File: config.mk
export PLATFORM = sky130hd
export DESIGN_NAME = accel_spike_peak_detector_unit
export DESIGN_NICKNAME = d
export VERILOG_FILES = /design/src/rtl/aspd_pkg.sv /design/src/rtl/accel_spike_peak_detector_unit.sv /design/src/rtl/aspd_front.sv /design/src/rtl/aspd_back.sv
export SDC_FILE = /design/constraint.sdc
export NUM_CORES = 1
export LEC_CHECK = 0
export BUFFER_PORTS_ARGS = -buffer_cell sky130_fd_sc_hd__buf_4
export CAP_MARGIN = 15
export CORE_UTILIZATION = 35
export DETAILED_ROUTE_END_ITERATION = 10
export PLACE_DENSITY = 0.66
export SLEW_MARGIN = 15
export SYNTH_ARGS = -nofsm -noshare
export SYNTH_HDL_FRONTEND = slang
export SYNTH_HIERARCHICAL = 1
export SYNTH_SLANG_ARGS = --single-unit
File: constraint.sdc
create_clock -name i_clk -period 5.2 [get_ports i_clk]
set_clock_uncertainty 0.05 [all_clocks]
set_input_delay 0 -clock i_clk [delete_from_list [all_inputs] [get_ports i_clk]]
set_output_delay 0 -clock i_clk [all_outputs]
set_load 0.02 [all_outputs]
File: src/rtl/aspd_pkg.sv
// ----------------------------------------------------------------------------
// aspd_pkg
// shared types and constants for the accelerometer spike peak detector
// ----------------------------------------------------------------------------
package aspd_pkg;

    localparam int SAMPLE_W = 8;
    localparam int THR_W    = 8;
    localparam int LEVEL_W  = 2;

    localparam int LQ_DEPTH = 4;
    localparam int LQ_AW    = 2;
    localparam int OQ_DEPTH = 2;
    localparam int OQ_AW    = 1;

    localparam int APB_AW = 4;
    localparam int APB_DW = 32;

    localparam logic [1:0] REG_LVL3_THR = 2'd0;
    localparam logic [1:0] REG_LVL2_THR = 2'd1;
    localparam logic [1:0] REG_LVL1_THR = 2'd2;

    localparam logic [THR_W-1:0] LVL3_THR_RST = 8'd190;
    localparam logic [THR_W-1:0] LVL2_THR_RST = 8'd125;
    localparam logic [THR_W-1:0] LVL1_THR_RST = 8'd90;

    typedef struct packed {
        logic [THR_W-1:0] lvl3;
        logic [THR_W-1:0] lvl2;
        logic [THR_W-1:0] lvl1;
    } t_thr;

    typedef struct packed {
        logic               valid;
        logic [LEVEL_W-1:0] level;
    } t_lvl_word;

endpackage

File: src/rtl/accel_spike_peak_detector_unit.sv
// ----------------------------------------------------------------------------
// accel_spike_peak_detector_unit
// accelerometer spike detector reporting the peak level of each spike
// ----------------------------------------------------------------------------
// samples come in on a queue-style port: a word is taken when i_push is high
// and o_full is low. each sample's largest axis magnitude is quantized to a
// level 0..3 against three thresholds and queued for the phase machine.
// a peak level word is produced when a spike's fall is confirmed; it sits on
// o_peak_level while o_empty is low and leaves when i_pop is high.
// throughput is one sample per cycle while the result queue has room or is popped.
// a sample's level is registered in the level queue, its result in the result queue.
// a four-entry level queue and a two-entry result queue let both sides
// stall on their own; while the receiver stalls, levels build up in the
// queue and o_full rises once both queues are full.
// thresholds sit on an apb port at byte addresses 0, 4 and 8; writes are
// meant only while the block is idle.
// synchronous reset empties both queues, returns the phase machine to idle
// and loads the thresholds 190, 125 and 90.
// ----------------------------------------------------------------------------
module accel_spike_peak_detector_unit (
    input  logic                                 i_clk,
    input  logic                                 i_rst_n,
    input  logic                                 i_push,
    output logic                                 o_full,
    input  logic signed [aspd_pkg::SAMPLE_W-1:0] i_accel_x,
    input  logic signed [aspd_pkg::SAMPLE_W-1:0] i_accel_y,
    input  logic signed [aspd_pkg::SAMPLE_W-1:0] i_accel_z,
    output logic                                 o_empty,
    input  logic                                 i_pop,
    output logic [aspd_pkg::LEVEL_W-1:0]         o_peak_level,
    input  logic                                 psel,
    input  logic                                 penable,
    input  logic                                 pwrite,
    input  logic [aspd_pkg::APB_AW-1:0]          paddr,
    input  logic [aspd_pkg::APB_DW-1:0]          pwdata,
    output logic [aspd_pkg::APB_DW-1:0]          prdata,
    output logic                                 pready
);
    import aspd_pkg::*;

    t_thr      r_thr;
    t_lvl_word lvl;
    logic      lvl_pop, cfg_wr;

    assign pready = 1'b1;
    assign cfg_wr = psel && penable && pwrite && pready;

    always_ff @(posedge i_clk) begin
        if (!i_rst_n) begin
            r_thr.lvl3 <= LVL3_THR_RST;
            r_thr.lvl2 <= LVL2_THR_RST;
            r_thr.lvl1 <= LVL1_THR_RST;
        end else if (cfg_wr) begin
            case (paddr[3:2])
                REG_LVL3_THR: r_thr.lvl3 <= pwdata[THR_W-1:0];
                REG_LVL2_THR: r_thr.lvl2 <= pwdata[THR_W-1:0];
                REG_LVL1_THR: r_thr.lvl1 <= pwdata[THR_W-1:0];
                default: begin
                end
            endcase
        end
    end

    always_comb begin
        case (paddr[3:2])
            REG_LVL3_THR: prdata = {{(APB_DW-THR_W){1'b0}}, r_thr.lvl3};
            REG_LVL2_THR: prdata = {{(APB_DW-THR_W){1'b0}}, r_thr.lvl2};
            REG_LVL1_THR: prdata = {{(APB_DW-THR_W){1'b0}}, r_thr.lvl1};
            default:      prdata = '0;
        endcase
    end

    aspd_front u_front (
        .i_clk     (i_clk),
        .i_rst_n   (i_rst_n),
        .i_push    (i_push),
        .o_full    (o_full),
        .i_accel_x (i_accel_x),
        .i_accel_y (i_accel_y),
        .i_accel_z (i_accel_z),
        .i_thr     (r_thr),
        .o_lvl     (lvl),
        .i_lvl_pop (lvl_pop)
    );

    aspd_back u_back (
        .i_clk        (i_clk),
        .i_rst_n      (i_rst_n),
        .i_lvl        (lvl),
        .o_lvl_pop    (lvl_pop),
        .o_empty      (o_empty),
        .i_pop        (i_pop),
        .o_peak_level (o_peak_level)
    );

endmodule

File: src/rtl/aspd_front.sv
// ----------------------------------------------------------------------------
// aspd_front
// takes samples, forms the axis magnitude, quantizes it and queues the level
// ----------------------------------------------------------------------------
module aspd_front (
    input  logic                            i_clk,
    input  logic                            i_rst_n,
    input  logic                            i_push,
    output logic                            o_full,
    input  logic signed [aspd_pkg::SAMPLE_W-1:0] i_accel_x,
    input  logic signed [aspd_pkg::SAMPLE_W-1:0] i_accel_y,
    input  logic signed [aspd_pkg::SAMPLE_W-1:0] i_accel_z,
    input  aspd_pkg::t_thr                  i_thr,
    output aspd_pkg::t_lvl_word             o_lvl,
    input  logic                            i_lvl_pop
);
    import aspd_pkg::*;

    logic [SAMPLE_W-1:0] mag_x, mag_y, mag_z, mag_xy, mag;
    logic [LEVEL_W-1:0]  level;
    logic                wr_en, rd_en;

    logic [LEVEL_W-1:0] r_lq [0:LQ_DEPTH-1];
    logic [LQ_AW-1:0]   r_wp, r_rp, n_wp, n_rp;
    logic [LQ_AW:0]     r_cnt, n_cnt;

    // plain magnitude, -128 maps to 128
    assign mag_x  = i_accel_x[SAMPLE_W-1] ? (~i_accel_x + 1'b1) : i_accel_x;
    assign mag_y  = i_accel_y[SAMPLE_W-1] ? (~i_accel_y + 1'b1) : i_accel_y;
    assign mag_z  = i_accel_z[SAMPLE_W-1] ? (~i_accel_z + 1'b1) : i_accel_z;
    assign mag_xy = (mag_y > mag_x) ? mag_y : mag_x;
    assign mag    = (mag_z > mag_xy) ? mag_z : mag_xy;

    always_comb begin
        if (mag > i_thr.lvl3) begin
            level = 2'd3;
        end else if (mag > i_thr.lvl2) begin
            level = 2'd2;
        end else if (mag > i_thr.lvl1) begin
            level = 2'd1;
        end else begin
            level = 2'd0;
        end
    end

    assign o_full  = (r_cnt == (LQ_AW+1)'(LQ_DEPTH));
    assign wr_en   = i_push && !o_full;
    assign rd_en   = i_lvl_pop && (r_cnt != '0);
    assign o_lvl.valid = (r_cnt != '0);
    assign o_lvl.level = r_lq[r_rp];

    always_comb begin
        n_wp  = wr_en ? r_wp + 1'b1 : r_wp;
        n_rp  = rd_en ? r_rp + 1'b1 : r_rp;
        n_cnt = r_cnt;
        if (wr_en && !rd_en) begin
            n_cnt = r_cnt + 1'b1;
        end else if (!wr_en && rd_en) begin
            n_cnt = r_cnt - 1'b1;
        end
    end

    always_ff @(posedge i_clk) begin
        if (!i_rst_n) begin
            r_wp  <= '0;
            r_rp  <= '0;
            r_cnt <= '0;
        end else begin
            r_wp  <= n_wp;
            r_rp  <= n_rp;
            r_cnt <= n_cnt;
        end
    end

    always_ff @(posedge i_clk) begin
        if (wr_en) begin
            r_lq[r_wp] <= level;
        end
    end

    a_cnt_bound: assert property (@(posedge i_clk) disable iff (!i_rst_n)
        r_cnt <= (LQ_AW+1)'(LQ_DEPTH))
        else $error("level queue count out of range");

    a_ptr_gap: assert property (@(posedge i_clk) disable iff (!i_rst_n)
        (r_cnt == '0 || r_cnt == (LQ_AW+1)'(LQ_DEPTH)) |-> (r_wp == r_rp))
        else $error("level queue pointers disagree with count");

    a_pop_when_valid: assert property (@(posedge i_clk) disable iff (!i_rst_n)
        i_lvl_pop |-> (r_cnt != '0))
        else $error("level popped from an empty queue");

endmodule

File: src/rtl/aspd_back.sv
// ----------------------------------------------------------------------------
// aspd_back
// phase machine over queued levels, emits peak levels into the result queue
// ----------------------------------------------------------------------------
module aspd_back (
    input  logic                          i_clk,
    input  logic                          i_rst_n,
    input  aspd_pkg::t_lvl_word           i_lvl,
    output logic                          o_lvl_pop,
    output logic                          o_empty,
    input  logic                          i_pop,
    output logic [aspd_pkg::LEVEL_W-1:0]  o_peak_level
);
    import aspd_pkg::*;

    localparam logic [2:0] PH_IDLE  = 3'd0;
    localparam logic [2:0] PH_START = 3'd1;
    localparam logic [2:0] PH_RISE  = 3'd2;
    localparam logic [2:0] PH_FALL  = 3'd3;
    localparam logic [2:0] PH_QUIET = 3'd4;

    logic [2:0]         r_phase, n_phase;
    logic [LEVEL_W-1:0] r_peak, n_peak, peak_tmp, lvl;
    logic               emit, step, res_push, res_pop, oq_full;

    logic [LEVEL_W-1:0] r_oq [0:OQ_DEPTH-1];
    logic [OQ_AW-1:0]   r_owp, r_orp;
    logic [OQ_AW:0]     r_ocnt, n_ocnt;

    assign lvl      = i_lvl.level;
    assign oq_full  = (r_ocnt == (OQ_AW+1)'(OQ_DEPTH));
    assign res_pop  = i_pop && !o_empty;
    assign step     = i_lvl.valid && (!oq_full || res_pop);
    assign o_lvl_pop = step;
    assign res_push = step && emit;

    always_comb begin
        n_phase  = r_phase;
        n_peak   = r_peak;
        emit     = 1'b0;
        peak_tmp = r_peak;
        case (r_phase)
            PH_IDLE: begin
                if (lvl != '0) begin
                    n_phase = PH_START;
                    n_peak  = '0;
                end
            end
            PH_START: begin
                if (lvl != '0) begin
                    n_phase = PH_RISE;
                    n_peak  = lvl;
                end else begin
                    n_phase = PH_IDLE;
                end
            end
            PH_RISE: begin
                if (lvl < r_peak) begin
                    n_phase = PH_FALL;
                end
                if (r_peak < lvl) begin
                    n_peak = lvl;
                end
            end
            PH_FALL: begin
                if (lvl < r_peak) begin
                    emit     = 1'b1;
                    n_phase  = PH_QUIET;
                    peak_tmp = '0;
                end
                n_peak = peak_tmp;
                // tested after the emit, so a live level climbs again
                if (lvl > peak_tmp) begin
                    n_phase = PH_RISE;
                    n_peak  = lvl;
                end
            end
            PH_QUIET: begin
                if (lvl == '0) begin
                    if (r_peak != '0) begin
                        n_peak = '0;
                    end else begin
                        n_phase = PH_IDLE;
                    end
                end
            end
            default: begin
                n_phase = PH_IDLE;
            end
        endcase
    end

    always_comb begin
        n_ocnt = r_ocnt;
        if (res_push && !res_pop) begin
            n_ocnt = r_ocnt + 1'b1;
        end else if (!res_push && res_pop) begin
            n_ocnt = r_ocnt - 1'b1;
        end
    end

    assign o_empty      = (r_ocnt == '0);
    assign o_peak_level = r_oq[r_orp];

    always_ff @(posedge i_clk) begin
        if (!i_rst_n) begin
            r_phase <= PH_IDLE;
            r_peak  <= '0;
            r_owp   <= '0;
            r_orp   <= '0;
            r_ocnt  <= '0;
        end else begin
            if (step) begin
                r_phase <= n_phase;
                r_peak  <= n_peak;
            end
            if (res_push) begin
                r_owp <= r_owp + 1'b1;
            end
            if (res_pop) begin
                r_orp <= r_orp + 1'b1;
            end
            r_ocnt <= n_ocnt;
        end
    end

    always_ff @(posedge i_clk) begin
        if (res_push) begin
            r_oq[r_owp] <= r_peak;
        end
    end

    a_emit_from_fall: assert property (@(posedge i_clk) disable iff (!i_rst_n)
        res_push |-> (r_phase == PH_FALL && r_peak != '0))
        else $error("result written outside a confirmed fall");

    a_emit_clears: assert property (@(posedge i_clk) disable iff (!i_rst_n)
        res_push |=> (r_phase == PH_QUIET || r_phase == PH_RISE))
        else $error("phase after emit is wrong");

    a_oq_bound: assert property (@(posedge i_clk) disable iff (!i_rst_n)
        r_ocnt <= (OQ_AW+1)'(OQ_DEPTH))
        else $error("result queue count out of range");

endmodule

**Word level (Yosys, flattened, before mapping)**

Memory sizes are Yosys's and may differ from the RTL's. A register that Yosys moved wholly into a read port is not among the register bits.
Cells that the tools add are included.

- Register bits after elaboration: 40
- Memory bits (writable): 12
- Input bits: 67
- Output and inout port bits: 37
- Logic and storage cells: 125
- Memories kept: 2

Memories:

| memory | depth | width | rd ports | clocked after memory_dff | write ports | line | source |
|---|---|---|---|---|---|---|---|
| u_front.r_lq | 4 | 2 | 1 | 1 | 1 | aspd_front.sv:23 | `logic [LEVEL_W-1:0] r_lq [0:LQ_DEPTH-1];` |
| u_back.r_oq | 2 | 2 | 1 | 1 | 1 | aspd_back.sv:26 | `logic [LEVEL_W-1:0] r_oq [0:OQ_DEPTH-1];` |

- Add/sub/neg operators: 11
- Order comparisons: 8
- Equality and inequality tests: 16
- Mux-type cells: 40
- Bitwise gates (word level): 3
- Reductions and logical operators: 34

Operator list:

| kind | number |
|---|---|
| 8-bit > comparator | 5 |
| 8-bit 2-to-1 mux | 5 |
| 2-bit 2-to-1 mux | 15 |
| 8-bit by 1-bit adder with 8-bit output, second input constant | 3 |
| 3-bit 2-to-1 mux | 8 |
| 8-bit NOT | 3 |
| 8-bit one-hot mux with 3 select lines | 1 |
| 3-bit one-hot mux with 5 select lines | 1 |
| 2-bit by 1-bit != test with 1-bit output, second input constant | 6 |
| 1-bit logical AND | 11 |
| 2-bit one-hot mux with 5 select lines | 1 |
| 1-bit 2-to-1 mux | 9 |
| 2-bit nonzero test | 4 |
| 1-bit logical NOT | 7 |
| 7-bit AND reduction | 1 |
| 2-bit by 1-bit adder with 2-bit output, second input constant | 3 |
| 3-bit by 2-bit == test with 1-bit output, second input constant | 2 |
| 3-bit == test, second input constant | 2 |
| 2-bit logical NOT | 3 |
| 2-bit AND reduction | 3 |
| 6-bit AND reduction | 1 |
| 5-bit nonzero test | 1 |
| 2-bit == test, second input constant | 2 |
| 2-bit less-than comparator | 2 |
| 12 further kinds | 13 |

**Longest topological paths before layout**

- Word-level depth: 11
- Gate-level depth with buffers: 26
- Depth with buffers taken out: 25

**Hierarchy**

Netlist, hierarchy kept.

By module, submodules not included:

| module | times used | cells each | area an instance (µm²) | seq. area each (µm²) |
|---|---|---|---|---|
| aspd_front | 1 | 266 | 2319.7 | 420.4 |
| accel_spike_peak_detector_unit | 1 | 152 | 1330.0 | 480.5 |
| aspd_back | 1 | 98 | 903.4 | 320.3 |

**Worst setup path after synthesis**

No wires, ideal clock.

- Path type: input-to-reg
- Start: input port i_accel_y[0] (netlist bit)
- End: memory u_front.r_lq[0][0], data pin
- Setup time: 261 ps
- Arrival time: 4826 ps
- Data required time: 4889 ps
- Slack: 63 ps
- Stages: 24
- Path buffers: 1
- Path through: or3_1 > or3_1 > or4b_4 > inv_1 > ha_1 > a21oi_1 > o21ai_1 > o22ai_4 > mux2_1 > ha_1 > a21o_1 > a21oi_1 > nor2b_1 > o22ai_1 > o31a_1 > buf_6 > mux2i_1 > ha_1 > nor2b_1 > o21a_1 > o21ai_0 > a21oi_1 > o22a_1 > a31o_2

- Cells in the longest elaborated chain, start to end: 11
- Elaborated cells on any way between the ends: 13
- Those cells by class: add/sub: 1; order compare: 5; mux: 6; bitwise: 1

Ends and longest elaborated chain:

| element | line | source |
|---|---|---|
| start: declaration | accel_spike_peak_detector_unit.sv:26 | `input logic signed [aspd_pkg::SAMPLE_W-1:0] i_accel_y,` |
| 8-bit NOT | aspd_front.sv:29 | `assign mag_y = i_accel_y[SAMPLE_W-1] ? (~i_accel_y + 1'b1) : i_accel_y;` |
| 8-bit by 1-bit adder with 8-bit output | aspd_front.sv:29 |  |
| 8-bit 2-to-1 mux (*) | aspd_front.sv:29 |  |
| 8-bit > comparator | aspd_front.sv:31 | `assign mag_xy = (mag_y > mag_x) ? mag_y : mag_x;` |
| 8-bit 2-to-1 mux (*) | aspd_front.sv:31 |  |
| 8-bit > comparator | aspd_front.sv:32 | `assign mag = (mag_z > mag_xy) ? mag_z : mag_xy;` |
| 8-bit 2-to-1 mux (*) | aspd_front.sv:32 |  |
| 8-bit > comparator | aspd_front.sv:39 | `end else if (mag > i_thr.lvl1) begin` |
| 1-bit 2-to-1 mux | aspd_front.sv:39 |  |
| 2-bit 2-to-1 mux | aspd_front.sv:37 | `end else if (mag > i_thr.lvl2) begin` |
| 2-bit 2-to-1 mux (*) | aspd_front.sv:35 | `if (mag > i_thr.lvl3) begin` |
| net u_front.level[0] | aspd_front.sv:20 | `logic [LEVEL_W-1:0] level;` |
| end: declaration | aspd_front.sv:23 |  |

The timed path passes the listed nets; every way through them passes the cells marked *.

**Worst setup path in the final report**

- Start: input port i_accel_y[0] (netlist bit)
- End: memory u_front.r_lq[1][0], data pin

The elaborated chain is that of the path after synthesis.

==> impl_metrics.env <==
export IMPL_critical_hold_path_startpoint="i_rst_n"
export IMPL_largest_net_degree_at_the_start_of_global_routing=43
export IMPL_critPathLaunchType="input pin"
export IMPL_maxCapViolations=0
export IMPL_timing_setup_tns_ns=0
export IMPL_timing_reg2reg_setup_slack_ns=1.98
export IMPL_postSynth_topFlopCell="sky130_fd_sc_hd__dfxtp_1"
export IMPL_routed_via_count=3655
export IMPL_top_routing_layer_in_use="met4"
export IMPL_timing_critical_path_slowest_stage_cell="sky130_fd_sc_hd__or4b_4"
export IMPL_worst_reg_to_reg_path_cell_count=10
export IMPL_vias_per_cell=4.80
export IMPL_route_final_wire_length_um=10100
export IMPL_cp_end_kind="flop"
export IMPL_cts_root_buffer="sky130_fd_sc_hd__clkbuf_16"
export IMPL_die_height_um=116
export IMPL_synthesis_instances=516
export IMPL_detailedRoute_firstPassIterationCount=4
export IMPL_hpwl_um=7940
export IMPL_required_ns=5.20
export IMPL_n_antenna_cell=0
export IMPL_maxSlewViolCount=0
export IMPL_postSynthRegisterBits=55
export IMPL_gp_congestion=0.872
export IMPL_port_buffers=52
export IMPL_first_pass_grt_wire_length_um=16300
export IMPL_route_met2_wl_um=5220
export IMPL_yosysUniqueCellTypes=66
export IMPL_report_final_hold_viol_count=0
export IMPL_commonest_cells_after_routing_fill_and_taps_aside="sky130_fd_sc_hd__buf_4 (67), sky130_fd_sc_hd__inv_1 (52), sky130_fd_sc_hd__ha_1 (45)"
export IMPL_synth_edff_count=12
export IMPL_worst_skew_pair_late_latency_ns=0.30
export IMPL_whs_path_depth=2
export IMPL_asyncSetResetFlopFracSynth_pct=0
export IMPL_timing_final_crit_share_pct=97.5
export IMPL_design_final_nets=710
export IMPL_dieWidth_um=116
export IMPL_cts_made_buffers=5
export IMPL_top_level_ports=104
export IMPL_wl_met1_um=4490
export IMPL_effective_utilization_at_floorplan_pct=35.9
export IMPL_cts_root_to_sink_buffers=2
export IMPL_hp_class="input pin to flop"
export IMPL_path_clk_slew_ns=0.07
export IMPL_yosys_warnings=6
export IMPL_rsz0062_at_grt="yes"
export IMPL_cell_area_after_synthesis_um2=4550
export IMPL_setup_viol=0
export IMPL_actual_transition_at_the_worst_max_transition_pin_ns=0.746
export IMPL_pwr_density_cell_nw_per_um2=327
export IMPL_grt_overflow_total=0
export IMPL_timing_critical_path_max_delay_family="simple AND/OR/NAND/NOR gates"
export IMPL_irDropWorstVdd_mv=0.144
export IMPL_first_global_vias=3554
export IMPL_total_leakage_power_nw=2.62
export IMPL_core_area_um2=12700
export IMPL_numClockSinks=55
export IMPL_drt_iter0_drc=157
export IMPL_crit_path_category="input pin to flop"
export IMPL_die_area_um2=13500
export IMPL_grt_util_all_layers_pct=15.3
export IMPL_drt_antenna_violating_nets=0
export IMPL_dr_drc_count=0
export IMPL_timing_critical_path_arrival_ns=5.07
export IMPL_rr_endpoint="u_back/r_peak[0]$_SDFFE_PN0P_"
export IMPL_final_instance_count_excl_fill=761
export IMPL_final_common_cell="sky130_fd_sc_hd__buf_4"
export IMPL_route_met3_wl_um=300
export IMPL_post_route_min_period_ns=5.07
export IMPL_max_slew_margin_pct=49.8
export IMPL_max_stage_delay_ns=0.52
export IMPL_worst_path_max_fanout=5
export IMPL_antenna_found_initial=0
export IMPL_holdPathEnd="u_back/r_owp$_SDFFE_PN0P_"
export IMPL_synth_area_per_cell_um2=8.82
export IMPL_run_status="finished clean"
export IMPL_avg_wl_per_cell_um=13.3
export IMPL_place_detailed_instances=743
export IMPL_rows=41
export IMPL_achievable_frequency_ghz=0.197
export IMPL_tritoncts="yes"
export IMPL_cts_htree_levels=2
export IMPL_syn_to_final_growth_pct=23.2
export IMPL_drive_above_1_share_pct=22.1
export IMPL_proportion_of_synthesized_chip_area_in_sequential_cells_pct=26.8
export IMPL_critical_path_buffer_and_inverter_count=5
## worst register-to-register path, cell delays in order (launching register included)
cell and delay (ns):
sky130_fd_sc_hd__dfxtp_1 0.37, sky130_fd_sc_hd__mux4_2 0.58, sky130_fd_sc_hd__ha_1 0.34, sky130_fd_sc_hd__nor2b_4 0.14
sky130_fd_sc_hd__or2_4 0.25, sky130_fd_sc_hd__and2_2 0.19, sky130_fd_sc_hd__ha_1 0.26, sky130_fd_sc_hd__nand2b_1 0.06
sky130_fd_sc_hd__a21boi_0 0.43, sky130_fd_sc_hd__a2111oi_0 0.19, sky130_fd_sc_hd__a31o_1 0.25
## Yosys cell counts, drive strengths merged, types with 3 or more instances
library cell  number  area [µm²]
o31ai              3        22.5
nor2b             20         133
a21o               5        38.8
or2                3        21.3
ha                54         676
edfxtp            12         360
nor2              27         104
mux2i             46         460
and2              13        82.6
o21ai             24         120
mux2               8        90.1
nand4             12        75.1
xor2              16         140
nand3              8        45.0
or3               10        62.6
buf               32         240
xnor2              8        70.1
clkbuf             6        22.5
a21oi             14        70.1
o22ai              3        32.5
nand2             41         154
dfxtp             43         861
a21boi             7        71.3
nand2b            11        68.8
inv               54         203
## state kept, by name (all words and copies together), names as in the netlist, named ones only
signal and cells:
u_back/r_oq 4, u_front/r_wp 2, u_back/r_ocnt 2, u_front/r_rp 2
u_back/r_phase 3, u_back/r_orp 1, r_thr 24, u_front/r_cnt 3
u_back/r_owp 1, u_front/r_lq 8, u_back/r_peak 2
## layout make-up
cell class | instances | area [µm²]
Clock inverter | 2 | 17.5
Inverter | 54 | 203
Sequential cell | 55 | 1220
Multi-Input combinational cell | 392 | 3180
Timing Repair Buffer | 80 | 639
Tap cell | 172 | 215
Fill cell | 1219 | 7060
Clock buffer | 6 | 129
## worst max path at each step
stage	to	from	cells past startpoint
after global routing	u_front/r_lq[0][1]$_DFFE_PP_	i_accel_y[0]	26
final	u_front/r_lq[1][0]$_DFFE_PP_	i_accel_y[0]	27
after floorplan	u_front/r_lq[0][0]$_DFFE_PP_	i_accel_y[0]	24
after global placement	u_front/r_lq[0][0]$_DFFE_PP_	i_accel_y[0]	24
after CTS	u_front/r_lq[1][0]$_DFFE_PP_	i_accel_y[0]	25
after detailed placement	u_front/r_lq[1][0]$_DFFE_PP_	i_accel_y[0]	26
## where the power goes
group	switching, W	total, W	internal (W)
logic	0.000470	0.000947	0.000477
clock network	0.000160	0.000341	0.000181
registers	0.0000524	0.000549	0.000496
total	0.000682	0.00184	0.00115
## layer usage
metal  GRT usage, %  vias to the layer above
met1           18.1                     1722
li1               -                     1863
met2           28.5                       64
met5              0                        -
met3           2.82                        6
met4           3.68                        0
## timing repair
item	4_1_cts	5_1_grt
buffers inserted	0	2
hold buffers	8	0
gates resized for setup	5	39
pin swaps	1	19
hold endpoints to repair	22	0
endpoints found under the setup margin	8	8
cloned	0	0
## cell families (layout without fill, tap and decap cells)
kind of cell / Yosys count / in the layout / synth area share [%]
and+or+nand+nor: 158 / 158 / 18.8
buffers and inverters: 92 / 142 / 10.2
AOI/OAI and AO/OA: 74 / 74 / 11.0
muxes: 56 / 56 / 13.1
adders and majority gates: 55 / 55 / 15.3
DFF: 55 / 55 / 26.8
xor gates and xnor gates: 24 / 24 / 4.62
other: 2 / 25 / 0.165
## metrics by stage
step                      power (W)  hold WS (ns)  cell area (µm²)  util, %  setup WS (ns)
after CTS                   0.00177        0.0869             5370     42.4        0.00795
after global placement      0.00136         0.221             5120     40.4         -0.168
after floorplan             0.00118        0.0717             4640        -         0.0630
final                       0.00184        0.0887             5610     44.3          0.129
after detailed placement    0.00140         0.223             5120     40.4         -0.389
after global routing        0.00198         0.102             5610     44.3        -0.0776
Power figures use the tool's default switching activity.
